**src/rtl/core/scb_pkg.sv**
```systemverilog
// Shared types, constants and helpers of the spectral column binning unit.
package scb_pkg;

    localparam int MAX_COLUMNS_D   = 1024;
    localparam int MAX_ROWS_D      = 128;
    localparam int PIXEL_BITS_D    = 16;
    localparam int FRACTION_BITS_D = 8;
    localparam int CFG_DATA_W      = 11;
    localparam int CFG_ADDR_W      = 3;
    localparam int QUEUE_DEPTH     = 4;

    typedef enum logic [CFG_ADDR_W-1:0] {
        CFG_COLUMNS       = 3'd0,
        CFG_ROWS          = 3'd1,
        CFG_START_ROW     = 3'd2,
        CFG_END_ROW       = 3'd3,
        CFG_MEAN_ENABLE   = 3'd4,
        CFG_SUBTRACT_DARK = 3'd5,
        CFG_DARK_CAPTURE  = 3'd6
    } t_cfg_idx;

    typedef struct packed {
        logic [10:0] columns;
        logic [7:0]  rows;
        logic [6:0]  start_row;
        logic [7:0]  end_row;
        logic        mean_enable;
        logic        subtract_dark;
        logic        dark_capture;
    } t_cfg;

    typedef struct packed {
        logic [15:0] pixel;
        logic        frame_start;
    } t_in_word;

    typedef struct packed {
        logic [9:0]         column_index;
        logic signed [31:0] column_value;
        logic               is_last;
        logic signed [31:0] min_value;
        logic signed [31:0] max_value;
        logic               dark_saved;
    } t_out_word;

    typedef struct packed {
        logic sel;
        logic first_pix;
        logic first_row;
        logic last_row;
        logic last_col;
    } t_job_ctl;

    function automatic int clamp_i(int v, int lo, int hi);
        int r;
        r = v;
        if (v < lo) r = lo;
        if (v > hi) r = hi;
        return r;
    endfunction

endpackage

```
**src/rtl/core/scb_front.sv**
```systemverilog
// Position tracking and classification of incoming pixel words.
module scb_front #(
    parameter int MAX_COLUMNS = scb_pkg::MAX_COLUMNS_D,
    parameter int MAX_ROWS    = scb_pkg::MAX_ROWS_D,
    parameter int PIXEL_BITS  = scb_pkg::PIXEL_BITS_D,
    localparam int COL_W = (MAX_COLUMNS > 1) ? $clog2(MAX_COLUMNS) : 1,
    localparam int ROW_W = (MAX_ROWS > 1) ? $clog2(MAX_ROWS) : 1
) (
    input  logic                  i_clk,
    input  logic                  i_rst_n,
    input  scb_pkg::t_cfg         i_cfg,
    input  logic                  i_push,
    input  scb_pkg::t_in_word     i_word,
    input  logic                  i_q_full,
    output logic                  o_full,
    output logic                  o_q_push,
    output scb_pkg::t_job_ctl     o_q_ctl,
    output logic [PIXEL_BITS-1:0] o_q_pixel,
    output logic [ROW_W-1:0]      o_q_row,
    output logic [COL_W-1:0]      o_q_col
);
    logic [ROW_W-1:0] r_row, n_row;
    logic [COL_W-1:0] r_col, n_col;
    logic [ROW_W-1:0] w_row;
    logic [COL_W-1:0] w_col;
    int               w_cols, w_rows, w_endr, w_start;
    logic             w_acc;

    assign o_full = i_q_full;
    assign w_acc  = i_push && !i_q_full;

    always_comb begin
        w_cols  = scb_pkg::clamp_i(int'(i_cfg.columns), 1, MAX_COLUMNS);
        w_rows  = scb_pkg::clamp_i(int'(i_cfg.rows), 1, MAX_ROWS);
        w_endr  = (int'(i_cfg.end_row) > w_rows) ? w_rows : int'(i_cfg.end_row);
        w_start = int'(i_cfg.start_row);
        w_row   = i_word.frame_start ? '0 : r_row;
        w_col   = i_word.frame_start ? '0 : r_col;
        if (int'(w_row) >= w_rows) begin
            w_row = '0;
        end
        if (int'(w_col) >= w_cols) begin
            w_col = '0;
        end
        o_q_ctl.sel       = (w_start < w_endr) && (int'(w_row) >= w_start)
                            && (int'(w_row) < w_endr);
        o_q_ctl.first_pix = (w_row == '0) && (w_col == '0);
        o_q_ctl.first_row = (int'(w_row) == w_start);
        o_q_ctl.last_row  = (int'(w_row) == w_endr - 1);
        o_q_ctl.last_col  = (int'(w_col) == w_cols - 1);
        o_q_pixel = PIXEL_BITS'(i_word.pixel);
        o_q_row   = w_row;
        o_q_col   = w_col;
        o_q_push  = w_acc && (o_q_ctl.sel || o_q_ctl.first_pix);
        n_col = w_col + COL_W'(1);
        n_row = w_row;
        if (int'(w_col) + 1 >= w_cols) begin
            n_col = '0;
            n_row = (int'(w_row) + 1 >= w_rows) ? '0 : w_row + ROW_W'(1);
        end
    end

    always_ff @(posedge i_clk) begin
        if (!i_rst_n) begin
            r_row <= '0;
            r_col <= '0;
        end else if (w_acc) begin
            r_row <= n_row;
            r_col <= n_col;
        end
    end
endmodule

```
**config.mk**
```make
export PLATFORM = sky130hd
export DESIGN_NAME = scb_front
export DESIGN_NICKNAME = d
export VERILOG_FILES = /design/src/rtl/core/scb_pkg.sv /design/src/rtl/core/scb_front.sv
export SDC_FILE = /design/constraint.sdc
export NUM_CORES = 1
export LEC_CHECK = 0
export ABC_AREA = 1
export BUFFER_PORTS_ARGS = -buffer_cell sky130_fd_sc_hd__clkbuf_2
export CELL_PAD_IN_SITES_DETAIL_PLACEMENT = 0
export CELL_PAD_IN_SITES_GLOBAL_PLACEMENT = 1
export CORE_UTILIZATION = 38
export CTS_CLUSTER_SIZE = 40
export DETAILED_ROUTE_END_ITERATION = 7
export PLACE_DENSITY_LB_ADDON = 0.08
export SLEW_MARGIN = 40
export SYNTH_ARGS = -nofsm -noshare
export SYNTH_HDL_FRONTEND = slang
export SYNTH_SLANG_ARGS = --single-unit
```
**constraint.sdc**
```tcl
create_clock -name i_clk -period 4.8 [get_ports i_clk]
set_input_delay 0.24 -clock i_clk [delete_from_list [all_inputs] [get_ports i_clk]]
set_output_delay 0.24 -clock i_clk [all_outputs]
set_load 0.03 [all_outputs]
```
==> results of run 1 <==
## state kept, by name (all words and copies together) (netlist names)
signal  flops
r_row       7
r_col      10
## power by group
group / switching [W] / internal [W] / total (W)
combinational: 0.000216 / 0.000116 / 0.000332
clock: 0.0000495 / 0.0000589 / 0.000108
sequential: 0.00000107 / 0.000143 / 0.000144
## metrics by stage
stage	worst slack, ps	util (%)	hold slack, ps	total power, W	TNS (ps)
2_1_floorplan	562	-	338	0.000412	0
3_5_place_dp	207	44.1	459	0.000478	0
5_1_grt	4.84	44.6	282	0.000647	0
3_3_place_gp	-17.6	44.0	453	0.000474	-17.6
6_report	421	44.6	246	0.000585	0
4_1_cts	441	44.5	241	0.000588	0
## tightest hold or removal path: cells and delay by family
family	cells	cell delay, ps
AND/OR/NAND/NOR	1	60
buffers and inverters	2	170
## final timing paths
check	start	endpoint	slack, ps	cells past startpoint
setup reg to reg	r_col[5]	r_row[1]	650	27
hold reg to reg	r_col[3]	r_col[3]	470	2
setup / recovery	i_cfg[30]	r_row[1]	420	31
hold / removal	i_rst_n	r_row[1]	250	3
## cells by family (layout without fill, tap and decap cells)
kind of cell    count (synthesis)  in the layout
compound gates                 91             91
xor+xnor                        6              6
fa+ha+maj                      70             70
buf+inv                       150            209
flops                          17             17
simple gates                  392            392
## synth_stat cells, drive strengths merged, types with 3 or more instances
master,instances
a21oi,55
and2,3
buf,21
clkbuf,4
dfxtp,17
ha,70
inv,125
nand2,196
nand3,70
nand4,13
nor2,99
nor3,8
o21a,3
o21ai,21
o21bai,3
xor2,5
## cell type report
type	count	area, sq um
sequential	17	340
tap	136	170
fill	1181	5820
inverter	125	469
clock buffer	4	45.0
timing repair buffer	80	445
multi-input combinational	559	3220
## metal layers
metal  share of wire [%]  routed length (um)  vias to the layer above  GRT usage [%]
met4                0.16                  20                        0           1.08
li1                    -                   -                     2450              -
met3                 4.6                 576                        6           2.01
met1                  54                6690                     2081           35.4
met2                  41                5160                      105           34.1
met5                   0                   0                        -              0
==> impl_metrics.env, run 1 <==
export IMPL_status="finished, final reports clean"
export IMPL_slew_headroom_pct=52.0
export IMPL_end_kind="flip-flop"
export IMPL_dp_cells=917
export IMPL_worst_ep_required_time_ps=5000
export IMPL_placed_area_sq_um=4630
export IMPL_post_cts_resized=0
export IMPL_yosysTopAreaCell="ha_1"
export IMPL_firstDrtPassIters=5
export IMPL_clock_sinks=17
export IMPL_maxCapViolations=0
export IMPL_ys_flop_type="dfxtp_1"
export IMPL_ys_ff_latch=17
export IMPL_yosysTopAreaCellShare_pct=20.9
export IMPL_finalWirelength_mm=12.5
export IMPL_fmax_mhz=228
export IMPL_critPathLaunchType="input pin"
export IMPL_gp_congestion=0.902
export IMPL_clockRootBuffer="clkbuf_8"
export IMPL_synthAdderAreaFrac_pct=20.9
export IMPL_grt_overflow_total=0
export IMPL_slowest_stage="or3_1"
export IMPL_final_cell_mix="nand2_1, inv_1, nor2_1, ha_1, nand3_1"
export IMPL_ant_nets=0
export IMPL_skew_ps=1.18
export IMPL_antenna_cells=0
export IMPL_period_share_pct=91.2
export IMPL_synth_simple_gate_area_share_pct=42.2
export IMPL_cp_top_family="simple AND/OR/NAND/NOR gates"
export IMPL_design_die_area_sq_um=11400
export IMPL_hpwl_mm=10.7
export IMPL_syn_avg_cell_area_sq_um=5.76
export IMPL_worst_slew_pin_slew_ps=720
export IMPL_fin_nets=914
export IMPL_holdBufCountCts=0
export IMPL_synth_compound_area_share_pct=12.2
export IMPL_synth_warnings=0
export IMPL_hold_path_class="input pin to flip-flop"
export IMPL_synth_area_mux_share_pct=0
export IMPL_finalInstanceArea_sq_um=4690
export IMPL_clk_pin_slew_ps=70
export IMPL_leakage_nw=2.75
export IMPL_grt_pass1_wl_mm=20.7
export IMPL_power_per_cell_area_nw_per_um2=125
export IMPL_ys_seq_area_share_pct=8.13
export IMPL_vias=4642
export IMPL_hold_viol_final=0
export IMPL_start_util_pct=39.8
export IMPL_die_y_um=107
export IMPL_clockBufferDepth=2
export IMPL_crit_top_cell="nand2_1"
export IMPL_cts_buffers=3
export IMPL_path_buf_inv=7
export IMPL_crit_type="input pin to flip-flop"
export IMPL_drcViolationCount=0
export IMPL_wire_per_inst_um=13.5
export IMPL_synth_xor_area_share_pct=1.26
export IMPL_timing_final_max_slew_violations=0
export IMPL_drt_iter0_drc=291
export IMPL_io_pins=98
export IMPL_syn_inst=726
export IMPL_synth_area_leaders="ha_1, nand2_1, inv_1"
export IMPL_grt_pass1_vias=4164
export IMPL_grtUsageTotal_pct=22.4
export IMPL_synth_edf_count=0
export IMPL_syn_nets=854
export IMPL_synth_top_family_by_area="simple AND/OR/NAND/NOR gates"
export IMPL_slowest_delay_ps=380
export IMPL_cts_tree="built"
export IMPL_coreArea_sq_um=10500
export IMPL_final_common_cell="nand2_1"
export IMPL_min_period_ps=4380
export IMPL_portBuffers=62
export IMPL_ys_async_sr_fraction_pct=0
export IMPL_setup_viol=0
export IMPL_die_w_um=107
export IMPL_peakVddDrop_mv=0.108
export IMPL_rsz0062_at_grt="false"
export IMPL_synth_cell_area_sq_um=4180
export IMPL_area_growth_pct=12.0
export IMPL_rows=37
export IMPL_critPathMaxFanout=11
export IMPL_htree_levels=1
export IMPL_vias_per_cell=5.04
export IMPL_cp_arrival_ps=4580
export IMPL_post_cts_buffers=0
export IMPL_clkLatencyLatePin_ps=250
export IMPL_ys_types=41
export IMPL_antenna_found_initial=0
export IMPL_grt_max_degree=21
export IMPL_stdcell_count=921
export IMPL_drive_gt1_share_pct=15.5
(Power assumes the default switching activity.)
==> run 2: changes to the inputs <==
--- a/config.mk
+++ b/config.mk
@@ -6,8 +6,8 @@
 export NUM_CORES = 1
 export LEC_CHECK = 0
 export ABC_AREA = 1
-export BUFFER_PORTS_ARGS = -buffer_cell sky130_fd_sc_hd__clkbuf_2
-export CELL_PAD_IN_SITES_DETAIL_PLACEMENT = 0
+export BUFFER_PORTS_ARGS = -buffer_cell sky130_fd_sc_hd__buf_2
+export CELL_PAD_IN_SITES_DETAIL_PLACEMENT = 1
 export CELL_PAD_IN_SITES_GLOBAL_PLACEMENT = 1
 export CORE_UTILIZATION = 38
 export CTS_CLUSTER_SIZE = 40
==> impl_metrics.env, run 2 (same netlist as run 1, synthesis figures left out) <==
export IMPL_final_common_cell="nand2_1"
export IMPL_portBuffers=62
export IMPL_fmax_mhz=227
export IMPL_maxCapViolations=0
export IMPL_fin_nets=914
export IMPL_top_register="r_col"
export IMPL_cts_buffers=3
export IMPL_slew_headroom_pct=53.2
export IMPL_grtUsageTotal_pct=25.0
export IMPL_fin_setup_tns_ps=0
export IMPL_crit_type="input pin to flip-flop"
export IMPL_die_y_um=107
export IMPL_reg_largest_list="r_col (10), r_row (7)"
export IMPL_ant_nets=0
export IMPL_critPathLaunchType="input pin"
export IMPL_slowest_delay_ps=370
export IMPL_clockRootBuffer="clkbuf_8"
export IMPL_hpwl_mm=12.3
export IMPL_start_util_pct=39.8
export IMPL_grt_overflow_total=0
export IMPL_drive_gt1_share_pct=15.5
export IMPL_period_share_pct=91.7
export IMPL_finalWirelength_mm=13.9
export IMPL_antenna_found_initial=0
export IMPL_stdcell_count=921
export IMPL_vias=4770
export IMPL_end_kind="flip-flop"
export IMPL_hold_viol_final=0
export IMPL_coreArea_sq_um=10500
export IMPL_cts_tree="built"
export IMPL_vias_per_cell=5.18
export IMPL_grt_pass1_wl_mm=23.0
export IMPL_rows=37
export IMPL_clockBufferDepth=2
export IMPL_clock_sinks=17
export IMPL_io_pins=98
export IMPL_peakVddDrop_mv=0.0954
export IMPL_slowest_stage="or3_1"
export IMPL_drt_iter0_drc=156
export IMPL_firstDrtPassIters=4
export IMPL_cp_arrival_ps=4580
export IMPL_antenna_cells=0
export IMPL_min_period_ps=4400
export IMPL_htree_levels=1
export IMPL_clk_pin_slew_ps=70
export IMPL_grt_max_degree=21
export IMPL_gp_congestion=0.888
export IMPL_crit_top_cell="nand2_1"
export IMPL_design_die_area_sq_um=11400
export IMPL_timing_final_max_slew_violations=0
export IMPL_worst_slew_pin_slew_ps=701
export IMPL_setup_viol=0
export IMPL_wire_per_inst_um=15.1
export IMPL_clkLatencyLatePin_ps=250
export IMPL_drcViolationCount=0
export IMPL_final_cell_mix="nand2_1, inv_1, nor2_1, ha_1, nand3_1"
export IMPL_dp_cells=917
export IMPL_worst_ep_required_time_ps=4980
export IMPL_largest_register_ffs=10
export IMPL_die_w_um=107
export IMPL_area_growth_pct=12.0
export IMPL_power_per_cell_area_nw_per_um2=127
export IMPL_leakage_nw=2.76
export IMPL_skew_ps=3.41
export IMPL_hold_path_class="input pin to flip-flop"
export IMPL_holdBufCountCts=0
export IMPL_status="finished, final reports clean"
export IMPL_grt_pass1_vias=4824
export IMPL_critPathMaxFanout=11
export IMPL_rsz0062_at_grt="false"
[run 2: changes by cell type in the layout (fill, tap and decap cells not counted), sizes merged]
| cell | before | now |
|---|---|---|
| buf | 18 | 80 |
| clkbuf | 66 | 4 |
[run 2: layout make-up]
type	count	area [sq um]
multi-input cells	559	3220
flip-flops and latches	17	340
clock buffers	4	45.0
repair buffers	80	445
well taps	136	170
inverters	125	469
fillers	1523	5820
[run 2: worst paths after layout]
check,from,to,slack [ps],cells past startpoint
max,i_cfg[28],r_row[3],400,27
min reg2reg,r_col[2],r_col[2],470,2
min,i_rst_n,r_row[1],240,3
max reg2reg,r_col[7],r_row[3],640,21
[run 2: timing repair]
| action | CTS | global route |
|---|---|---|
| resized for setup | 0 | 2 |
| buffers inserted | 0 | 0 |
| setup endpoints to repair | 0 | 1 |
[run 2: metrics by stage]
stage                     hold slack (ps)  total power [W]  util [%]  setup WS (ps)  cell area [sq um]
after detailed placement              464         0.000490      44.1            124               4630
after global placement                454         0.000474      44.0           23.1               4630
after CTS                             234         0.000601      44.5            375               4680
after floorplan                       338         0.000412         -            562               4180
after global routing                  235         0.000654      44.6           18.5               4690
final                                 240         0.000595      44.6            401               4690
[run 2: worst max-delay path, delay by kind of cell]
family	cells	cell delay, ps
AOI/OAI and AO/OA	3	420
buffers and inverters	4	500
adders and majority gates	2	630
and+or+nand+nor	18	2800
[run 2: report_power, final]
group	internal, W	leakage [nW]	total [W]	switching, W
clock network	0.0000589	0.0228	0.000108	0.0000495
logic	0.000118	2.60	0.000342	0.000224
registers	0.000143	0.138	0.000145	0.00000115
total	0.000320	2.76	0.000595	0.000275
[run 2: routing by layer]
layer  wire length, um  global-route usage, %  up-vias
met5                 0                      0        -
met4                20                  0.978        0
met3               505                   1.64        6
met2              6300                   42.6       75
met1              7050                   36.0     2245
li1                  -                      -     2444
==> run 3: changes to the inputs <==
--- a/config.mk
+++ b/config.mk
@@ -9,6 +9,7 @@
 export BUFFER_PORTS_ARGS = -buffer_cell sky130_fd_sc_hd__buf_2
 export CELL_PAD_IN_SITES_DETAIL_PLACEMENT = 1
 export CELL_PAD_IN_SITES_GLOBAL_PLACEMENT = 1
+export CORE_ASPECT_RATIO = 1.5
 export CORE_UTILIZATION = 38
 export CTS_CLUSTER_SIZE = 40
 export DETAILED_ROUTE_END_ITERATION = 7
==> impl_metrics.env, run 3 (same netlist as run 1, synthesis figures left out) <==
export IMPL_status="finished, final reports clean"
export IMPL_crit_type="input pin to output port"
export IMPL_antenna_cells=0
export IMPL_ant_nets=0
export IMPL_gp_congestion=0.880
export IMPL_p_int_w=0.000375
export IMPL_seq_power_share_pct=22.0
export IMPL_top_register="r_col"
export IMPL_cp_arrival_ps=4070
export IMPL_clk_pin_slew_ps=50
export IMPL_drcViolationCount=0
export IMPL_power_switching_w=0.000283
export IMPL_drive_gt1_share_pct=16.7
export IMPL_hold_viol_final=0
export IMPL_fmax_mhz=232
export IMPL_hpwl_mm=13.4
export IMPL_rows=46
export IMPL_clockRootBuffer="clkbuf_16"
export IMPL_maxCapViolations=0
export IMPL_rsz0062_at_grt="false"
export IMPL_leakage_nw=2.83
export IMPL_die_w_um=87.7
export IMPL_firstDrtPassIters=4
export IMPL_worst_slack_ps=493
export IMPL_period_share_pct=89.7
export IMPL_swShare_pct=43.0
export IMPL_skew_ps=2.79
export IMPL_largest_register_ffs=10
export IMPL_dp_cells=936
export IMPL_min_period_ps=4310
export IMPL_clock_sinks=17
export IMPL_fin_nets=925
export IMPL_hold_path_class="input pin to flip-flop"
export IMPL_critPathLaunchType="input pin"
export IMPL_grt_max_degree=21
export IMPL_io_pins=98
export IMPL_antenna_found_initial=0
export IMPL_fin_setup_tns_ps=0
export IMPL_holdBufCountCts=0
export IMPL_grt_pass1_vias=5083
export IMPL_cts_buffers=3
export IMPL_area_growth_pct=14.8
export IMPL_setup_viol=0
export IMPL_reg_largest_list="r_col (10), r_row (7)"
export IMPL_wire_per_inst_um=16.1
export IMPL_post_cts_buffers=0
export IMPL_die_y_um=131
export IMPL_stdcell_count=940
export IMPL_htree_levels=1
export IMPL_worst_ep_required_time_ps=4560
export IMPL_peakVddDrop_mv=0.0966
export IMPL_portBuffers=62
export IMPL_grtUsageTotal_pct=27.3
export IMPL_final_cell_mix="nand2_1, inv_1, nor2_1, ha_1, nand3_1"
export IMPL_clockPowerShare_pct=25.6
export IMPL_grt_overflow_total=0
export IMPL_dp_slack_ps=226
export IMPL_design_die_area_sq_um=11400
export IMPL_timing_final_max_slew_violations=0
export IMPL_finalWirelength_mm=15.1
export IMPL_final_common_cell="nand2_1"
export IMPL_vias_per_cell=5.22
export IMPL_end_kind="output port"
export IMPL_worst_slew_pin_slew_ps=710
export IMPL_coreArea_sq_um=10600
export IMPL_slew_headroom_pct=52.6
export IMPL_vias=4910
export IMPL_clockBufferDepth=2
export IMPL_cts_tree="built"
export IMPL_start_util_pct=39.3
export IMPL_grt_pass1_wl_mm=24.1
export IMPL_power_per_cell_area_nw_per_um2=137
export IMPL_drt_iter0_drc=138
export IMPL_combPwrFrac_pct=52.3
export IMPL_clkLatencyLatePin_ps=250
export IMPL_post_cts_resized=0
export IMPL_critPathMaxFanout=6
==> run 3: cell count changes in the layout (fill, tap and decap cells not counted), sizes merged <==
cell,before,now
clkbuf,4,3
clkinv,0,1
buf,80,91
==> run 3: area by class of cell <==
class,count,area (sq um)
flip-flops and latches,17,340
inverters,125,469
clock buffers,3,75.1
fillers,1567,5840
clock inverters,1,5.00
repair buffers,91,528
multi-input cells,559,3210
well taps,144,180
==> run 3: power groups by stage <==
stage | sequential [W] | combinational [W] | clock, W
floorplan | 0.000147 | 0.000265 | 0
global route | 0.000145 | 0.000392 | 0.000179
CTS | 0.000145 | 0.000348 | 0.000172
detailed placement | 0.000148 | 0.000347 | 0
global placement | 0.000148 | 0.000330 | 0
finish | 0.000145 | 0.000344 | 0.000169
==> run 3: per-layer routing <==
metal | GRT usage, % | up-vias | share of wire [%]
li1 | - | 2471 | -
met1 | 26.2 | 2293 | 36
met2 | 56.3 | 108 | 56
met3 | 2.51 | 38 | 2.7
met4 | 13.3 | 0 | 5.4
met5 | 0 | - | 0
==> run 3: through the flow <==
step | hold slack [ps] | cell area [sq um] | total power [W] | util [%]
CTS | 245 | 4800 | 0.000665 | 45.1
global placement | 453 | 4720 | 0.000478 | 44.3
floorplan | 338 | 4180 | 0.000412 | -
finish | 245 | 4800 | 0.000658 | 45.1
global route | 260 | 4800 | 0.000716 | 45.1
detailed placement | 460 | 4720 | 0.000495 | 44.4
==> run 3: worst paths after layout <==
check / startpoint / to / slack, ps / cells past startpoint
max reg2reg: r_col[6] / r_row[1] / 570 / 26
max: i_cfg[22] / o_q_push / 490 / 25
min: i_rst_n / r_row[1] / 240 / 3
min reg2reg: r_col[2] / r_col[2] / 470 / 2
==> run 3: critical path, stage by stage <==
cell,delay (ps)
buf_2,100
nor2_1,120
nand2_1,80
nor2_1,110
nor2_1,70
nor2_1,240
inv_1,190
ha_1,320
a21oi_1,170
nor2_1,80
a21oi_2,120
nand3_2,170
inv_2,130
nand2_1,70
inv_1,230
ha_1,200
nand2_1,80
o21ai_0,160
a21oi_1,90
o21bai_1,160
a21oi_1,90
o21ai_0,240
nand3_1,190
a21oi_1,160
buf_2,230
