--- config.mk ---
export PLATFORM = sky130hd
export DESIGN_NAME = scb_fifo
export DESIGN_NICKNAME = d
export VERILOG_FILES = /design/src/rtl/core/scb_pkg.sv /design/src/rtl/core/scb_fifo.sv
export SDC_FILE = /design/constraint.sdc
export NUM_CORES = 1
export LEC_CHECK = 0
export ABC_AREA = 1
export BUFFER_PORTS_ARGS = -buffer_cell sky130_fd_sc_hd__buf_2
export CORE_ASPECT_RATIO = 1.2
export CORE_UTILIZATION = 56
export CTS_CLUSTER_DIAMETER = 50
export DETAILED_ROUTE_END_ITERATION = 8
export PLACE_DENSITY = 0.78
export SKIP_LAST_GASP = 1
export SYNTH_ARGS = -nofsm -noshare
export SYNTH_HDL_FRONTEND = slang
export SYNTH_SLANG_ARGS = --single-unit
export TNS_END_PERCENT = 30
--- constraint.sdc ---
create_clock -name i_clk -period 1.9 [get_ports i_clk]
set_clock_uncertainty 0.05 [all_clocks]
set_input_delay 0.285 -clock i_clk [delete_from_list [all_inputs] [get_ports i_clk]]
set_output_delay 0.285 -clock i_clk [all_outputs]
set_load 0.05 [all_outputs]
--- src/rtl/core/scb_pkg.sv ---
// Shared types, constants and helpers of the spectral column binning unit.
package scb_pkg;

    localparam int MAX_COLUMNS_D   = 1024;
    localparam int MAX_ROWS_D      = 128;
    localparam int PIXEL_BITS_D    = 16;
    localparam int FRACTION_BITS_D = 8;
    localparam int CFG_DATA_W      = 11;
    localparam int CFG_ADDR_W      = 3;
    localparam int QUEUE_DEPTH     = 4;

    typedef enum logic [CFG_ADDR_W-1:0] {
        CFG_COLUMNS       = 3'd0,
        CFG_ROWS          = 3'd1,
        CFG_START_ROW     = 3'd2,
        CFG_END_ROW       = 3'd3,
        CFG_MEAN_ENABLE   = 3'd4,
        CFG_SUBTRACT_DARK = 3'd5,
        CFG_DARK_CAPTURE  = 3'd6
    } t_cfg_idx;

    typedef struct packed {
        logic [10:0] columns;
        logic [7:0]  rows;
        logic [6:0]  start_row;
        logic [7:0]  end_row;
        logic        mean_enable;
        logic        subtract_dark;
        logic        dark_capture;
    } t_cfg;

    typedef struct packed {
        logic [15:0] pixel;
        logic        frame_start;
    } t_in_word;

    typedef struct packed {
        logic [9:0]         column_index;
        logic signed [31:0] column_value;
        logic               is_last;
        logic signed [31:0] min_value;
        logic signed [31:0] max_value;
        logic               dark_saved;
    } t_out_word;

    typedef struct packed {
        logic sel;
        logic first_pix;
        logic first_row;
        logic last_row;
        logic last_col;
    } t_job_ctl;

    function automatic int clamp_i(int v, int lo, int hi);
        int r;
        r = v;
        if (v < lo) r = lo;
        if (v > hi) r = hi;
        return r;
    endfunction

endpackage

--- src/rtl/core/scb_fifo.sv ---
// Short register queue between the classifier and the accumulator.
module scb_fifo #(
    parameter int WIDTH = 8,
    parameter int DEPTH = scb_pkg::QUEUE_DEPTH,
    localparam int PW = (DEPTH > 1) ? $clog2(DEPTH) : 1,
    localparam int CW = $clog2(DEPTH + 1)
) (
    input  logic             i_clk,
    input  logic             i_rst_n,
    input  logic             i_push,
    input  logic [WIDTH-1:0] i_data,
    input  logic             i_pop,
    output logic [WIDTH-1:0] o_data,
    output logic             o_full,
    output logic             o_empty
);
    logic [WIDTH-1:0] r_mem [DEPTH];
    logic [PW-1:0]    r_wr, r_rd;
    logic [CW-1:0]    r_cnt;
    logic             w_push, w_pop;

    assign o_full  = (r_cnt == CW'(DEPTH));
    assign o_empty = (r_cnt == '0);
    assign w_push  = i_push && !o_full;
    assign w_pop   = i_pop && !o_empty;
    assign o_data  = r_mem[r_rd];

    always_ff @(posedge i_clk) begin
        if (w_push) begin
            r_mem[r_wr] <= i_data;
        end
    end

    always_ff @(posedge i_clk) begin
        if (!i_rst_n) begin
            r_wr  <= '0;
            r_rd  <= '0;
            r_cnt <= '0;
        end else begin
            if (w_push) begin
                r_wr <= (r_wr == PW'(DEPTH - 1)) ? '0 : r_wr + PW'(1);
            end
            if (w_pop) begin
                r_rd <= (r_rd == PW'(DEPTH - 1)) ? '0 : r_rd + PW'(1);
            end
            if (w_push && !w_pop) begin
                r_cnt <= r_cnt + CW'(1);
            end else if (w_pop && !w_push) begin
                r_cnt <= r_cnt - CW'(1);
            end
        end
    end
endmodule

==> impl_results.rst, run 1 <==
.. list-table::
   :header-rows: 1

   * - Metric
     - Value
   * - Sequential-to-total area share from yosys stat
     - 67.4%
   * - Combinational family with the most area after synthesis
     - simple AND/OR/NAND/NOR gates
   * - Ratio of cells with drive above 1 in the final layout
     - 26.4%
   * - Post-CTS Setup Repair Bufs
     - 0
   * - Overall die width
     - 52.2 um
   * - Number of top-level pins
     - 22
   * - Root cell of the clock tree
     - sky130_fd_sc_hd__clkbuf_4
   * - Startpoint class of the critical path
     - flip-flop
   * - First-pass GRT wire length
     - 4730 um
   * - Total Neg Setup Slack
     - 0 ns
   * - Max frequency
     - 549 MHz
   * - Die Outline Area
     - 3250 sq um
   * - Minimum clock period after layout
     - 1.82 ns
   * - Startpoint of the most critical hold path
     - i_data[2]
   * - Number of warnings printed during yosys synthesis
     - 0
   * - Nature of the critical path endpoint
     - output port
   * - Initial antenna violation count
     - 0
   * - GR Overflow Total
     - 0
   * - Via total after detailed routing
     - 1136
   * - Vias in the first global route
     - 1144
   * - Half-perimeter wire length of the detailed placement result
     - 1950 um
   * - Global-route layer with the greatest usage
     - met2
   * - Initial core utilization
     - 59.7%
   * - Maximum clock insertion buffer count
     - 2
   * - Launch point of the worst reg-to-reg path
     - r_cnt[1]
   * - Met1 Use GR
     - 21.6%
   * - Later-pin clock latency in the skew report
     - 0.34 ns
   * - Synth Net Count
     - 167
   * - Inserted Clock Buffers
     - 5
   * - Met2 capacity usage during global routing
     - 34.1%
   * - Fillers
     - 212
   * - Input/output buffers
     - 21
   * - Netlist area before placement
     - 1690 sq um
   * - Fraction of the mapped netlist area in compound gates
     - 9.53%
   * - Synthesized instance count
     - 148
   * - Remaining number of nets flagged by the antenna check after routing
     - 0
   * - Core area
     - 2840 sq um
   * - Required time at the endpoint of the critical path
     - 1.56 ns
   * - Count of clock tree sinks
     - 41
   * - Fraction of the mapped netlist area in simple logic gates
     - 11.9%
   * - Slew at the pin closest to its max-slew limit
     - 0.272 ns
   * - Multiplexer fraction of the synthesized cell area
     - 0%
   * - Xor/xnor cell area share of the yosys netlist
     - 0%
   * - Final worst-path cycle share
     - 95.8%
   * - Synthesized flop and latch total
     - 41
   * - Leak
     - 0.816 nW
   * - Area delta synth->final
     - 16.3%
   * - Routability congestion estimate from global placement
     - 0.707
   * - Number of buffers added to fix hold violations after cts
     - 0
   * - Total length of routed wires
     - 2790 um
   * - Crit Path Category
     - reg -> out
   * - Detailed Route Iter0 Violations
     - 29
   * - Largest voltage drop on the vdd net
     - 0.00105 V
   * - Distinct cells, synth
     - 18
   * - Number of violations of the max-capacitance limit
     - 0
   * - TritonRoute pass-1 iters
     - 4
   * - N_diodes
     - 0
   * - Height of the chip
     - 62.2 um
   * - Maximum number of pins on one net before global-route repair
     - 17
   * - Critical path peak fanout
     - 16
   * - Fraction of the mapped netlist area in adder cells
     - 5.62%
   * - Mean Syn Cell Area
     - 11.4 sq um
   * - Final routed wire length divided by cell count
     - 12.9 um
   * - Setup violations, final
     - 0
   * - Classification of the worst-slack hold path
     - in -> reg
   * - Number of pins exceeding their max-slew limit in the final report
     - 0
   * - Multi-input combinational cell area
     - 463 sq um
   * - PD cells
     - 1530 nW/um^2
   * - CTS clk-pin slew, worst paths
     - 0.12 ns
   * - Via-to-Cell Ratio
     - 5.26
   * - Final hold violations
     - 0
   * - Drc violations
     - 0
   * - RSZ-0062 raised after global routing
     - yes
   * - Result of the run
     - finished clean
   * - Tightest slew margin relative to the limit
     - 81.9%
   * - Post-route cell area
     - 1970 sq um
   * - Crit path DAT
     - 1.49 ns
   * - Overall routing resource usage
     - 20.8%
   * - Maximum level of the CTS H-tree
     - 2
   * - Net count reported at finish
     - 200
   * - Post-place instance area
     - 1870 sq um
   * - Global routing usage on met3
     - 7.60%
   * - Number of rows in the core area
     - 21
   * - Clock tree from TritonCTS
     - built
   * - Sequential cell area
     - 1150 sq um
[repair_timing]
item                       CTS  global route
resized for setup            3            10
pin swaps                    0             0
setup endpoints to repair    7            10
[power by group]
group,internal (mW),switching [mW],total [mW]
clock network,0.227,0.279,0.506
logic,0.373,0.901,1.27
registers,1.12,0.105,1.23
total,1.72,1.28,3.01
[per-stage QoR]
stage	setup WS (ns)	util [%]	power [mW]	instances	hold WS, ns
after floorplan	0.159	-	2.17	148	0.334
after global placement	0.164	65.9	2.42	208	0.441
after CTS	0.0136	68.8	3.00	216	0.0739
final	0.0796	69.4	3.01	216	0.0918
after global routing	-0.0349	69.4	3.20	216	0.0765
after detailed placement	0.0554	65.9	2.48	208	0.451
[critical path, stage by stage (launching register included)]
cell and delay [ns]:
sky130_fd_sc_hd__dfxtp_4 0.39, sky130_fd_sc_hd__inv_2 0.22, sky130_fd_sc_hd__o21ai_0 0.13, sky130_fd_sc_hd__o22ai_1 0.12, sky130_fd_sc_hd__buf_2 0.28
[final cells by class]
class / instances / share of cell area, %
Clock buffer: 6 / 3.18
Clock inverter: 2 / 0.763
Inverter: 19 / 3.62
Multi-Input combinational cell: 86 / 23.5
Sequential cell: 41 / 58.4
Tap cell: 34 / 2.16
Timing Repair Buffer: 28 / 8.39
[state kept, by name, summed over array words and instances (netlist names), named ones only]
name and flops:
r_cnt 3, r_mem 32, r_rd 2, r_wr 2
[cells by family after synthesis]
| kind of cell | count (synthesis) |
|---|---|
| fa+ha+maj | 7 |
| buf+inv | 21 |
| flops | 41 |
| compound gates | 28 |
| simple gates | 51 |
[cell usage in the layout, fill, tap and decap left out, drive strengths merged]
cell / instances
buf: 27
clkbuf: 7
nand3b: 1
edfxtp: 32
nand2: 15
nor2: 33
dfxtp: 9
fa: 1
o22ai: 8
o21ai: 18
clkinv: 1
nand3: 1
a21oi: 2
nand4: 1
ha: 6
inv: 20
[per-layer routing]
| metal | vias to the layer above | routed length (um) |
|---|---|---|
| li1 | 571 | - |
| met5 | - | 0 |
| met3 | 7 | 166 |
| met1 | 523 | 1070 |
| met2 | 35 | 1490 |
| met4 | 0 | 72 |
[final timing paths]
check / end / slack (ns) / cells past startpoint
max: o_data[2] / 0.08 / 4
min: r_mem[1][2] / 0.09 / 1
max reg2reg: r_cnt[2] / 0.11 / 12
min reg2reg: r_cnt[0] / 0.46 / 2
[synth_stat cells]
| cell type | number | area (sq um) |
|---|---|---|
| sky130_fd_sc_hd__nand3_1 | 1 | 5.00 |
| sky130_fd_sc_hd__o21ai_2 | 3 | 26.3 |
| sky130_fd_sc_hd__inv_2 | 1 | 3.75 |
| sky130_fd_sc_hd__dfxtp_1 | 9 | 180 |
| sky130_fd_sc_hd__buf_6 | 2 | 22.5 |
| sky130_fd_sc_hd__fa_1 | 1 | 20.0 |
| sky130_fd_sc_hd__a21oi_1 | 2 | 10.0 |
| sky130_fd_sc_hd__nand2_2 | 1 | 6.26 |
| sky130_fd_sc_hd__o21ai_1 | 1 | 5.00 |
| sky130_fd_sc_hd__o22ai_1 | 8 | 50.1 |
| sky130_fd_sc_hd__nand2_1 | 14 | 52.6 |
| sky130_fd_sc_hd__inv_1 | 18 | 67.6 |
| sky130_fd_sc_hd__nor2_1 | 33 | 124 |
| sky130_fd_sc_hd__nand3b_1 | 1 | 7.51 |
| sky130_fd_sc_hd__nand4_1 | 1 | 6.26 |
| sky130_fd_sc_hd__edfxtp_1 | 32 | 961 |
| sky130_fd_sc_hd__ha_1 | 6 | 75.1 |
| sky130_fd_sc_hd__o21ai_0 | 14 | 70.1 |
Power figures use the tool's default switching activity.
==> run 2, diff against run 1 <==
- RECOVER_POWER: default -> 25
==> run 2 against run 1 <==
  * Die area stayed put
  * Hold slack better by 0.011 ns
  * Utilization is 0.26 points lower
  * Sequential share of layout area is 0.22 points higher
  * Total power is 0.19% higher
  * Critical path type unchanged
==> impl_results.rst, run 2 (synthesis results as in run 1) <==
.. list-table::
   :header-rows: 1

   * - Metric
     - Value
   * - Launch point of the worst reg-to-reg path
     - r_cnt[1]
   * - Count of clock tree sinks
     - 41 (unchanged)
   * - Leak
     - 0.800 nW (-2.0%)
   * - Detailed Route Iter0 Violations
     - 34 (+17%)
   * - Number of pins exceeding their max-slew limit in the final report
     - 0 (unchanged)
   * - Final setup slack of the worst path
     - 0.0554 ns (-0.0242 ns)
   * - Result of the run
     - finished clean
   * - Number of rows in the core area
     - 21 (unchanged)
   * - Max frequency
     - 542 MHz (-1.3%)
   * - Critical path peak fanout
     - 16 (unchanged)
   * - PD cells
     - 1540 nW/um^2 (+0.57%)
   * - Capture instance of the worst register-to-register path
     - r_cnt[2]
   * - Tightest slew margin relative to the limit
     - 81.6% (-0.25 points)
   * - Endpoint of the worst hold-timing path
     - r_mem[3][0]
   * - Height of the chip
     - 62.2 um (unchanged)
   * - Total routed wire length on the met1 layer
     - 1140 um (+6.9%)
   * - Combinational fraction of design power
     - 42.3% (about the same)
   * - Startpoint of the most critical hold path
     - i_data[0]
   * - Maximum clock insertion buffer count
     - 2 (unchanged)
   * - Switching part of the total power
     - 42.9% (+0.16 points)
   * - Crit Path Category
     - reg -> out
   * - Final routed wire length divided by cell count
     - 13.1 um (+1.4%)
   * - Slew at the pin closest to its max-slew limit
     - 0.275 ns (+0.00373 ns)
   * - Total length of routed wires
     - 2830 um (+1.4%)
   * - Post-place instance area
     - 1870 sq um (unchanged)
   * - Final hold violations
     - 0 (unchanged)
   * - Drc violations
     - 0 (unchanged)
   * - Net count reported at finish
     - 200 (unchanged)
   * - Area delta synth->final
     - 15.8%
   * - Later-pin clock latency in the skew report
     - 0.34 ns (about the same)
   * - GR Overflow Total
     - 0 (unchanged)
   * - Worst Hold Path Cells
     - 1 (unchanged)
   * - Internal reg-to-reg setup slack
     - 0.11 ns (about the same)
   * - Setup WS pre-CTS
     - 0.0554 ns (unchanged)
   * - Startpoint class of the critical path
     - flip-flop
   * - Core area
     - 2840 sq um (unchanged)
   * - Worst hold margin
     - 0.103 ns (+0.0111 ns)
   * - Setup violations, final
     - 0 (unchanged)
   * - Required time at the endpoint of the critical path
     - 1.56 ns (about the same)
   * - Initial antenna violation count
     - 0 (unchanged)
   * - Switch Pwr
     - 1.29 mW (+0.57%)
   * - Final Instance Count excl. Fillers
     - 216 (unchanged)
   * - Pwr Total
     - 3.02 mW (+0.19%)
   * - TritonRoute pass-1 iters
     - 4 (unchanged)
   * - Clock tree from TritonCTS
     - built
   * - Initial core utilization
     - 59.7% (unchanged)
   * - Half-perimeter wire length of the detailed placement result
     - 1950 um (unchanged)
   * - Classification of the worst-slack hold path
     - in -> reg
   * - Met2 wire length
     - 1460 um (-1.9%)
   * - Internal
     - 1.72 mW (about the same)
   * - Final worst-path cycle share
     - 97.1% (+1.3 points)
   * - Crit path DAT
     - 1.51 ns (+0.02 ns)
   * - Largest voltage drop on the vdd net
     - 0.00105 V (+0.28%)
   * - Input/output buffers
     - 21 (unchanged)
   * - Final standard cell utilization of the core
     - 69.1% (-0.26 points)
   * - Total Neg Setup Slack
     - 0 ns (unchanged)
   * - RSZ-0062 raised after global routing
     - yes
   * - Proportion of power drawn by flip-flops and latches
     - 40.8% (about the same)
   * - Cell count of the worst reg-to-reg path
     - 12 (unchanged)
   * - Via-to-Cell Ratio
     - 5.24 (-0.44%)
   * - Placed instance count
     - 208 (unchanged)
   * - Share of total power in the clock network
     - 16.9% (about the same)
   * - Remaining number of nets flagged by the antenna check after routing
     - 0 (unchanged)
   * - Routed met3 length
     - 138 um (-17%)
   * - N_diodes
     - 0 (unchanged)
   * - Largest registers
     - r_mem (32), r_cnt (3)
   * - Max Used Layer
     - met4
   * - Via total after detailed routing
     - 1131 (-0.44%)
   * - Register with the most flip-flops
     - r_mem
   * - Number of violations of the max-capacitance limit
     - 0 (unchanged)
   * - Routability congestion estimate from global placement
     - 0.707 (unchanged)
   * - Post-CTS Setup Repair Bufs
     - 0 (unchanged)
   * - Maximum number of pins on one net before global-route repair
     - 17 (unchanged)
   * - Number of buffers added to fix hold violations after cts
     - 0 (unchanged)
   * - CTS clk-pin slew, worst paths
     - 0.12 ns (about the same)
   * - Maximum level of the CTS H-tree
     - 2 (unchanged)
   * - Nature of the critical path endpoint
     - output port
   * - Commonest non-fill, non-tap cells in the layout
     - 32 x sky130_fd_sc_hd__nor2_1, 32 x sky130_fd_sc_hd__edfxtp_1, 17 x sky130_fd_sc_hd__inv_1
   * - Minimum clock period after layout
     - 1.84 ns (+0.0242 ns)
   * - Root cell of the clock tree
     - sky130_fd_sc_hd__clkbuf_4
   * - Die Outline Area
     - 3250 sq um (unchanged)
   * - Number of top-level pins
     - 22 (unchanged)
   * - Inserted Clock Buffers
     - 5 (unchanged)
   * - Overall die width
     - 52.2 um (unchanged)
   * - Fillers
     - 216 (+1.9%)
   * - First-pass GRT wire length
     - 4730 um (unchanged)
   * - Post-route cell area
     - 1960 sq um (-0.38%)
   * - Ratio of cells with drive above 1 in the final layout
     - 23.1% (-3.3 points)
   * - Max FFs per register
     - 32 (unchanged)
   * - Vias in the first global route
     - 1144 (unchanged)
   * - Overall routing resource usage
     - 20.8% (unchanged)
-- run 2: changes by cell type in the layout (fill, tap and decap cells not counted) --
| cell | before | now |
|---|---|---|
| sky130_fd_sc_hd__buf_2 | 18 | 12 |
| sky130_fd_sc_hd__clkbuf_1 | 0 | 6 |
-- run 2: how the worst max path moves through the flow --
stage / startpoint / end / slack (ns) / depth (start not counted)
3_3_place_gp: r_cnt[1] / r_cnt[1] / 0.16 / 9
6_report: flip-flop / o_data[2] / 0.06 / 4
2_1_floorplan: flip-flop / o_data[6] / 0.16 / 3
4_1_cts: flip-flop / o_data[2] / 0.01 / 4
5_1_grt: flip-flop / o_data[3] / -0.03 / 4
3_5_place_dp: r_cnt[1] / r_cnt[2] / 0.06 / 13
-- run 2: power by group through the flow --
stage	Clock, mW	Sequential (mW)	Combinational [mW]
floorplan	0	1.20	0.969
global placement	0	1.23	1.19
detailed placement	0	1.24	1.24
CTS	0.524	1.22	1.26
global route	0.563	1.25	1.39
finish	0.510	1.23	1.28
-- run 2: final cells by class --
class                           count  area, sq um  share of cell area, %
Clock buffer                        6         62.6                   3.19
Clock inverter                      2         15.0                  0.766
Inverter                           19         71.3                   3.64
Multi-Input combinational cell     86          463                   23.6
Sequential cell                    41         1150                   58.6
Tap cell                           34         42.5                   2.17
Timing Repair Buffer               28          158                   8.04
-- run 2: metal layers --
metal  vias to the layer above  global-route usage [%]
met2                        32                    34.1
met4                         0                    13.2
met5                         -                       0
met1                       521                    21.6
met3                         8                    7.60
li1                        570                       -
-- run 2: critical path, stage by stage (launching register included) --
cell	delay, ns
sky130_fd_sc_hd__dfxtp_4	0.39
sky130_fd_sc_hd__inv_2	0.23
sky130_fd_sc_hd__o21ai_0	0.14
sky130_fd_sc_hd__o22ai_1	0.12
sky130_fd_sc_hd__buf_2	0.28
-- run 2: what timing repair did --
action	in CTS	in global routing
setup endpoints to repair	7	10
cloned	0	0
gates resized for setup	3	10
pin swaps	0	0
==> run 3, diff against run 2 <==
- clock period: 1.9 -> 1.8 ns (I/O delays scaled with it)
==> run 3 against run 2 <==
  * Register-to-register slack worse by 0.03 ns
  * Utilization is 1.5 points higher
  * Die area stayed put
  * Non-clock buffer count is 1 higher
  * Hold slack worse by 0.012 ns
  * Combinational power is 16% higher
  * Critical path depth stayed put
  * Design area is 2.2% higher
  * Sequential power is 7% higher
  * Critical path type unchanged
  * Critical endpoint is now o_data[4]
  * Largest cell class unchanged
  * Highest routed layer unchanged
==> impl_results.rst, run 3 (synthesis results as in run 1) <==
.. list-table::
   :header-rows: 1

   * - Metric
     - Value
   * - Initial antenna violation count
     - 0 (unchanged)
   * - Number of pins exceeding their max-slew limit in the final report
     - 0 (unchanged)
   * - Setup WS pre-CTS
     - 0.0229 ns (-0.0326 ns)
   * - Remaining number of nets flagged by the antenna check after routing
     - 0 (unchanged)
   * - Maximum clock insertion buffer count
     - 2 (unchanged)
   * - Required time at the endpoint of the critical path
     - 1.48 ns (-0.08 ns)
   * - Net count reported at finish
     - 201 (+0.50%)
   * - Final hold violations
     - 0 (unchanged)
   * - Largest voltage drop on the vdd net
     - 0.00117 V (+12%)
   * - CTS clk-pin slew, worst paths
     - 0.11 ns (about the same)
   * - Worst hold margin
     - 0.0909 ns (-0.0120 ns)
   * - Startpoint class of the critical path
     - flip-flop
   * - Placed instance count
     - 209 (+0.48%)
   * - Slew at the pin closest to its max-slew limit
     - 0.246 ns (-0.0291 ns)
   * - Initial core utilization
     - 59.7% (unchanged)
   * - Maximum number of pins on one net before global-route repair
     - 17 (unchanged)
   * - Input/output buffers
     - 21 (unchanged)
   * - Register with the most flip-flops
     - r_mem
   * - N_diodes
     - 0 (unchanged)
   * - Crit path DAT
     - 1.42 ns (-0.09 ns)
   * - Critical path peak fanout
     - 9 (-7)
   * - Leak
     - 0.806 nW (+0.78%)
   * - Largest registers
     - r_mem (32), r_cnt (3)
   * - Vias in the first global route
     - 1171 (+2.4%)
   * - Via total after detailed routing
     - 1145 (+1.2%)
   * - Final setup slack of the worst path
     - 0.0637 ns (+0.00824 ns)
   * - Post-CTS Setup Repair Bufs
     - 0 (unchanged)
   * - Final standard cell utilization of the core
     - 70.6% (+1.5 points)
   * - Final routed wire length divided by cell count
     - 13.5 um (+3.2%)
   * - Half-perimeter wire length of the detailed placement result
     - 2080 um (+6.8%)
   * - Tightest slew margin relative to the limit
     - 83.7% (+2.1 points)
   * - Height of the chip
     - 62.2 um (unchanged)
   * - Crit Path Category
     - reg -> out
   * - Total length of routed wires
     - 2940 um (+3.7%)
   * - Drc violations
     - 0 (unchanged)
   * - Number of top-level pins
     - 22 (unchanged)
   * - Later-pin clock latency in the skew report
     - 0.34 ns (about the same)
   * - Core area
     - 2840 sq um (unchanged)
   * - PD cells
     - 1640 nW/um^2 (+6.7%)
   * - Overall routing resource usage
     - 21.2% (+0.40 points)
   * - Ratio of cells with drive above 1 in the final layout
     - 26.2% (+3.2 points)
   * - Via-to-Cell Ratio
     - 5.28 (+0.77%)
   * - Overall die width
     - 52.2 um (unchanged)
   * - Minimum clock period after layout
     - 1.74 ns
   * - Count of clock tree sinks
     - 41 (unchanged)
   * - Final Instance Count excl. Fillers
     - 217 (+0.46%)
   * - Maximum level of the CTS H-tree
     - 2 (unchanged)
   * - First-pass GRT wire length
     - 4820 um (+1.8%)
   * - Detailed Route Iter0 Violations
     - 45 (+32%)
   * - TritonRoute pass-1 iters
     - 4 (unchanged)
   * - Clock tree from TritonCTS
     - built
   * - Classification of the worst-slack hold path
     - in -> reg
   * - Final worst-path cycle share
     - 96.5%
   * - Die Outline Area
     - 3250 sq um (unchanged)
   * - Number of violations of the max-capacitance limit
     - 0 (unchanged)
   * - Result of the run
     - finished clean
   * - GR Overflow Total
     - 0 (unchanged)
   * - Area delta synth->final
     - 18.3%
   * - Setup violations, final
     - 0 (unchanged)
   * - Routability congestion estimate from global placement
     - 0.733 (+3.7%)
   * - Inserted Clock Buffers
     - 5 (unchanged)
   * - Number of rows in the core area
     - 21 (unchanged)
   * - Max FFs per register
     - 32 (unchanged)
   * - Nature of the critical path endpoint
     - output port
   * - Root cell of the clock tree
     - sky130_fd_sc_hd__clkbuf_4
   * - Max frequency
     - 576 MHz
   * - Commonest non-fill, non-tap cells in the layout
     - 32 x sky130_fd_sc_hd__nor2_1, 32 x sky130_fd_sc_hd__edfxtp_1, 16 x sky130_fd_sc_hd__inv_1
[run 3: changes by cell type in the layout (fill, tap and decap cells not counted), moves of 2 or more]
cell,change
sky130_fd_sc_hd__nand2_2,+2
sky130_fd_sc_hd__nand2_1,-2
sky130_fd_sc_hd__buf_4,+4
sky130_fd_sc_hd__clkbuf_8,+2
sky130_fd_sc_hd__buf_2,-6
[run 3: routing by layer]
layer | GRT usage, % | vias to the layer above | wire (um)
met5 | 0 | - | 0
met4 | 12.2 | 0 | 72
met3 | 7.60 | 8 | 190
met2 | 36.5 | 31 | 1620
met1 | 20.9 | 534 | 1050
li1 | - | 572 | -
[run 3: area by class of cell]
type	instances	area (sq um)
clock inverters	1	5.00
clock buffers	7	65.1
well taps	34	42.5
inverters	19	73.8
multi-input cells	86	482
repair buffers	29	184
flip-flops and latches	41	1150
fillers	213	835
[run 3: where the power goes]
group / total (mW) / internal (mW) / switching, mW
combinational: 1.48 / 0.482 / 1.00
clock: 0.496 / 0.226 / 0.269
sequential: 1.31 / 1.19 / 0.116
[run 3: per-stage QoR]
stage	area, sq um	TNS, ns	total power [mW]
floorplan	1690	0	2.29
global placement	1880	0	2.57
detailed placement	1880	0	2.65
CTS	1970	-0.0143	3.20
global route	2000	-0.00926	3.49
finish	2000	0	3.29
[run 3: final timing paths]
path | from | end | slack, ns | depth (start not counted)
max | flip-flop | o_data[4] | 0.06 | 4
min | i_data[7] | r_mem[3][7] | 0.09 | 1
max reg2reg | r_cnt[1] | r_cnt[1] | 0.08 | 9
min reg2reg | r_cnt[0] | r_cnt[0] | 0.48 | 2
[run 3: repair_timing]
action,CTS,global route
resized for setup,9,21
hold buffers,0,0
endpoints found under the setup margin,8,10
pin swaps,0,1
[run 3: critical path: stages (launching register included)]
cell and delay (ns):
sky130_fd_sc_hd__dfxtp_2 0.39, sky130_fd_sc_hd__inv_2 0.16, sky130_fd_sc_hd__o21ai_0 0.11, sky130_fd_sc_hd__o22ai_1 0.15
sky130_fd_sc_hd__clkbuf_4 0.27
